### src/hdl/obm_ram.sv
// generic single write port ram with registered read
module obm_ram #(
    parameter int WIDTH = 8,
    parameter int DEPTH = 32
) (
    input  logic                     i_clk,
    input  logic                     i_we,
    input  logic [$clog2(DEPTH)-1:0] i_waddr,
    input  logic [WIDTH-1:0]         i_wdata,
    input  logic [$clog2(DEPTH)-1:0] i_raddr,
    output logic [WIDTH-1:0]         o_rdata
);
    logic [WIDTH-1:0] r_mem [DEPTH];

    always_ff @(posedge i_clk) begin
        if (i_we) begin
            r_mem[i_waddr] <= i_wdata;
        end
        o_rdata <= r_mem[i_raddr];
    end
endmodule

### config.mk
export PLATFORM = sky130hd
export DESIGN_NAME = obm_ram
export DESIGN_NICKNAME = d
export VERILOG_FILES = /design/src/hdl/obm_ram.sv
export SDC_FILE = /design/constraint.sdc
export NUM_CORES = 1
export LEC_CHECK = 0
export BUFFER_PORTS_ARGS = -buffer_cell sky130_fd_sc_hd__buf_4
export CORE_ASPECT_RATIO = 1.25
export CORE_MARGIN = 2
export CORE_UTILIZATION = 45
export CTS_BUF_LIST = sky130_fd_sc_hd__clkbuf_16
export DETAILED_ROUTE_END_ITERATION = 10
export HOLD_SLACK_MARGIN = 0.05
export PLACE_DENSITY_LB_ADDON = 0.08
export SYNTH_ARGS = -nofsm -noshare
export SYNTH_HDL_FRONTEND = slang
export SYNTH_SLANG_ARGS = --single-unit
### constraint.sdc
create_clock -name i_clk -period 6.6 [get_ports i_clk]
set_clock_uncertainty 0.2 [all_clocks]
set_input_delay 0.66 -clock i_clk [delete_from_list [all_inputs] [get_ports i_clk]]
set_output_delay 0.66 -clock i_clk [all_outputs]
set_load 0.03 [all_outputs]
==> summary.txt, run 1 <==
Status
  – Status: finished, final reports clean

Final layout
  – Synthesis-to-finish area growth: 13.01%
  – N_diodes: 0
  – Fillcell total: 1719
  – Share of cells above drive strength 1: 0.3228
  – Multi-input gate area: 2100 sq um
  – Net total in the final layout: 474
  – Final Instance Count excl. Fillers: 757
  – Final Util: 0.5151
  – Sequential cell area: 7848 sq um
  – Most frequent cells in the layout: edfxtp_1, mux4_2, nor2_1
  – Commonest non-fill, non-tap cell in the layout: edfxtp_1

GRT
  – GRT Util Overall: 0.1929
  – First-pass GRT wire length: 31660 um
  – Antenna violations before repair: 2
  – Largest net degree at the start of global routing: 65
  – Vias in the first global route: 4670
  – Total grt overflow: 0

Timing
  – Crit path time final: 3.083 ns
  – Period utilization: 0.4670
  – Worst Max-Slew Pin Slew: 1.152 ns
  – RSZ-0062 raised after global routing: no
  – Count of final hold-check violations: 0
  – Relative slew slack: 0.2294
  – Pins Over Slew Limit: 0
  – TNS Setup: 0 ns
  – Max Fclk: 324.4 MHz
  – Hold slack: 0.3318 ns
  – Setup Viol. Count Final: 0

Placed design
  – Port Buf Inserts: 27
  – RD Place Congestion: 0.7977
  – Placed cell count: 708
  – Final HPWL DP: 12800 um

Critical path
  – Slowest stage delay, CP: 0.71 ns
  – Max FO, Critical Path: 45
  – WS Path Type: in2reg
  – Startpoint types: input pin
  – Buf/Inv on CP: 2
  – Worst Path Required: 6.81 ns
  – Crit-path leading delay family: multiplexers
  – Worst Path Arrival: 3.29 ns
  – Crit-path cells: buf_4, buf_4, mux4_2, mux4_2, mux2_2
  – Critical Path Sink Type: register
  – Max stage delay cell, worst path: buf_4

Power and ir drop
  – Switch share: 0.2067
  – Pint: 2.801 mW
  – Clock Power Share: 0.416
  – P_leak: 3.543 nW
  – Sequential share of power: 0.531
  – PD cells: 310.8 nW/um^2
  – Sw Pwr: 729.9 uW
  – Comb power frac: 0.053
  – Worst ir drop on vdd: 0.0002404 V

Worst hold path
  – Min-Delay Path Class: in2reg

Die
  – Initial Util: 0.4558
  – Die area: 23560 sq um
  – Rows: 61
  – Die width: 137.7 um
  – Core Footprint: 22060 sq um
  – Die Y: 171.1 um
  – I/O pin cnt: 28

Synthesis
  – Adder-cell share of the synthesized area: 0
  – Post-synthesis compound-gate area fraction: 0
  – Seq/Total Area, Yosys: 0.7806
  – Synth warn: 0
  – Area contributors post-synth: edfxtp_1, mux4_2, dfxtp_1, nor2_1, mux2_2
  – Synth area leader: edfxtp_1
  – Simple-gate share of the synthesized area: 0.02066
  – Cell count after synthesis: 417
  – Synth top area share: 0.7647
  – Net Count, Synth: 437
  – Synth Register Bits: 264
  – Main combinational cell family by area after synthesis: multiplexers
  – Mapped cell area: 10050 sq um
  – Avg Inst Size Synth: 24.11 sq um
  – Mux cell area share after synthesis: 0.1882
  – Yosys cell types: 15
  – Xor/xnor share of the synthesized area: 0

Drt
  – Drt total wl: 21720 um
  – DR vias: 4390
  – Routed wire per std cell: 28.70 um
  – Via/cell ratio: 5.799
  – ANT nets after route: 0
  – DRT iter0 DRCs: 401
  – Drt pass-1 iters: 5
  – DRC Markers: 0

CTS
  – Cts repair resizes: 0
  – Longest Clk Path Bufs: 3
  – Worst-Skew Late Latency: 0.54 ns
  – Post-CTS Setup Inserts: 0
  – Cts bufs inserted: 27
  – CTS root buffer: clkbuf_16
  – Hold_buf cts: 0
  – Reg clk slew, reported paths: 0.06 ns
  – CTS tree: done
  – Clock sink total: 264
  – H-Tree Level Count: 1

Run
  – # Max-Cap Violations: 0
[state kept, by name, summed over array words and instances (netlist names)]
register  flops
o_rdata       8
r_mem       256
[path summary, 6_finish.rpt]
check | to | startpoint | cells past startpoint | slack [ns]
hold reg to reg | o_rdata[6] | r_mem[2][6] | 3 | 0.71
hold / removal | o_rdata[3] | i_raddr[3] | 2 | 0.33
setup / recovery | o_rdata[0] | i_raddr[0] | 5 | 3.52
setup reg to reg | o_rdata[0] | r_mem[16][0] | 3 | 4.57
[power groups by stage]
stage / registers [mW] / logic, mW / clock network [mW]
floorplan: 1.92 / 0.0993 / 0
global placement: 1.91 / 0.191 / 0
detailed placement: 1.91 / 0.194 / 0
CTS: 1.87 / 0.194 / 1.49
global route: 1.87 / 0.202 / 1.56
finish: 1.87 / 0.188 / 1.47
[cells in the mapped netlist]
cell        n
dfxtp_1     8
buf_6       1
nand3_1     2
mux4_2     80
or3_1       1
buf_1       6
clkbuf_1    6
mux2_2      8
nor2_1     33
or3b_2      3
nand3b_1    5
edfxtp_1  256
nand2_1     1
buf_4       6
buf_2       1
[logic make-up (layout without fill, tap and decap cells)]
| group | after synthesis | after routing |
|---|---|---|
| flops | 264 | 264 |
| mux | 88 | 88 |
| simple gates | 45 | 45 |
| buf+inv | 20 | 77 |
[layer usage]
metal,wire length [um],global-route usage
met1,9816,0.2907
met4,515,0.05723
met2,10350,0.2966
met5,0,0
met3,1044,0.02756
[stage by stage]
| stage | power [mW] | cell area (sq um) | setup slack [ns] |
|---|---|---|---|
| floorplan | 2.018 | 10050 | 3.938 |
| global placement | 2.098 | 10510 | 2.882 |
| detailed placement | 2.102 | 10510 | 2.904 |
| CTS | 3.559 | 11360 | 3.435 |
| global route | 3.631 | 11360 | 3.290 |
| finish | 3.530 | 11360 | 3.517 |
[area by class of cell]
type / count / share of cell area
clock buffers: 27 / 0.05947
clock inverters: 22 / 0.01531
flip-flops and latches: 264 / 0.6907
multi-input cells: 133 / 0.1848
well taps: 283 / 0.03117
repair buffers: 28 / 0.01850
(Power assumes the default switching activity.)
==> run 2: changes to the inputs <==
- clock period: 6.6 -> 2.7 ns (I/O delays scaled with it)
==> summary.txt, run 2 (same netlist as run 1, synthesis figures left out) <==
Status
  – Status: finished, final reports clean

Timing
  – Setup Viol. Count Final: 0
  – Pins Over Slew Limit: 0
  – Worst Max-Slew Pin Slew: 0.5771 ns
  – Max Fclk: 490.5 MHz
  – Count of final hold-check violations: 0
  – Relative slew slack: 0.6139
  – Crit path time final: 2.039 ns
  – TNS Setup: 0 ns
  – Period utilization: 0.7551
  – RSZ-0062 raised after global routing: no

Final layout
  – Max reg flops: 256
  – Share of cells above drive strength 1: 0.3697
  – Final Util: 0.5338
  – Commonest non-fill, non-tap cell in the layout: edfxtp_1
  – Largest registers: r_mem (256), o_rdata (8)
  – Multi-input gate area: 2100 sq um
  – Fillcell total: 1710
  – Most frequent cells in the layout: edfxtp_1, mux4_2, buf_4
  – Synthesis-to-finish area growth: 17.11%
  – Sequential cell area: 7848 sq um
  – Net total in the final layout: 523
  – N_diodes: 0
  – Reg with most FFs: r_mem

Placed design
  – Final HPWL DP: 14110 um
  – Port Buf Inserts: 27
  – RD Place Congestion: 0.7594

Drt
  – ANT nets after route: 0
  – DRT iter0 DRCs: 530
  – Via/cell ratio: 5.729
  – Drt pass-1 iters: 4
  – DR vias: 4612
  – DRC Markers: 0
  – Routed wire per std cell: 27.95 um
  – Drt total wl: 22500 um

GRT
  – Largest net degree at the start of global routing: 33
  – Vias in the first global route: 4762
  – First-pass GRT wire length: 33120 um
  – GRT Util Overall: 0.2029
  – Total grt overflow: 0
  – Antenna violations before repair: 0

Critical path
  – Worst R2R Path Depth: 3
  – Max FO, Critical Path: 1
  – Startpoint types: register
  – WS Path Type: reg2reg
  – Worst Path Required: 2.91 ns
  – Critical Path Sink Type: register
  – Worst Path Arrival: 2.25 ns

Die
  – Core Footprint: 22060 sq um
  – I/O pin cnt: 28
  – Rows: 61
  – Die area: 23560 sq um
  – Die width: 137.7 um
  – Initial Util: 0.4558
  – Die Y: 171.1 um

CTS
  – Cts repair resizes: 0
  – Clock sink total: 264
  – CTS root buffer: clkbuf_16
  – Cts bufs inserted: 26
  – CTS tree: done
  – Longest Clk Path Bufs: 3
  – Worst-Skew Late Latency: 0.53 ns
  – Reg clk slew, reported paths: 0.06 ns
  – H-Tree Level Count: 1

Power and ir drop
  – PD cells: 717.0 nW/um^2
  – Worst ir drop on vdd: 0.0005312 V
  – P_leak: 3.789 nW

Worst hold path
  – Hold path depth: 3
  – Min-Delay Path Class: in2reg

Run
  – # Max-Cap Violations: 0
## run 2: cell types whose count changed in the layout (fill, tap and decap cells not counted), moves of 2 or more
cell           before  now
buf_12              0    6
inv_1               7    5
inv_6               2    0
bufinv_16           3    1
buf_4              28   63
dlygate4sd3_1       0    9
## run 2: worst max-delay path, stage by stage (launching register included)
cell      delay [ns]
edfxtp_1        0.36
mux4_2          0.53
mux4_2          0.54
mux2_2          0.29
## run 2: timing repair
action,in CTS,in global routing
hold buffers,9,0
buffers inserted,0,0
hold endpoints to repair,264,0
## run 2: layout make-up
type,count,share of cell area
flip-flops and latches,264,0.6665
multi-input cells,133,0.1783
repair buffers,78,0.05802
clock buffers,27,0.05739
well taps,283,0.03007
clock inverters,20,0.009671
## run 2: final timing paths
kind	endpoint	from	slack (ns)
worst max-delay path	o_rdata[4]	r_mem[5][4]	0.66
worst min-delay path	r_mem[23][2]	i_waddr[2]	0.12
worst max register to register	o_rdata[4]	r_mem[5][4]	0.66
worst min register to register	o_rdata[3]	r_mem[30][3]	0.71
## run 2: layer usage
metal / vias to the layer above / global-route usage / part of all wire
met2: 141 / 0.3273 / 0.50
met4: 0 / 0.05146 / 0.019
met3: 31 / 0.02696 / 0.053
li1: 1946 / - / -
met1: 2494 / 0.2967 / 0.43
met5: - / 0 / 0
## run 2: metrics by stage
step | instances | setup WS [ns] | area, sq um | hold slack, ns | total power [mW]
2_1_floorplan | 417 | 0.4276 | 10050 | 0.1689 | 4.932
3_5_place_dp | 749 | 0.2472 | 10890 | 0.5065 | 5.173
5_1_grt | 805 | 0.6464 | 11770 | 0.1120 | 8.705
6_report | 805 | 0.6613 | 11770 | 0.1166 | 8.442
4_1_cts | 805 | 0.6542 | 11770 | 0.08706 | 8.530
3_3_place_gp | 749 | 0.2482 | 10890 | 0.5032 | 5.164
## run 2: power by group
part           internal (mW)  total, mW  leakage [nW]  switching [mW]
Combinational          0.226      0.505          1.01           0.279
Clock                   1.89       3.36         0.404            1.47
Sequential              4.56       4.58          2.37          0.0240
Total                   6.67       8.44          3.79            1.77
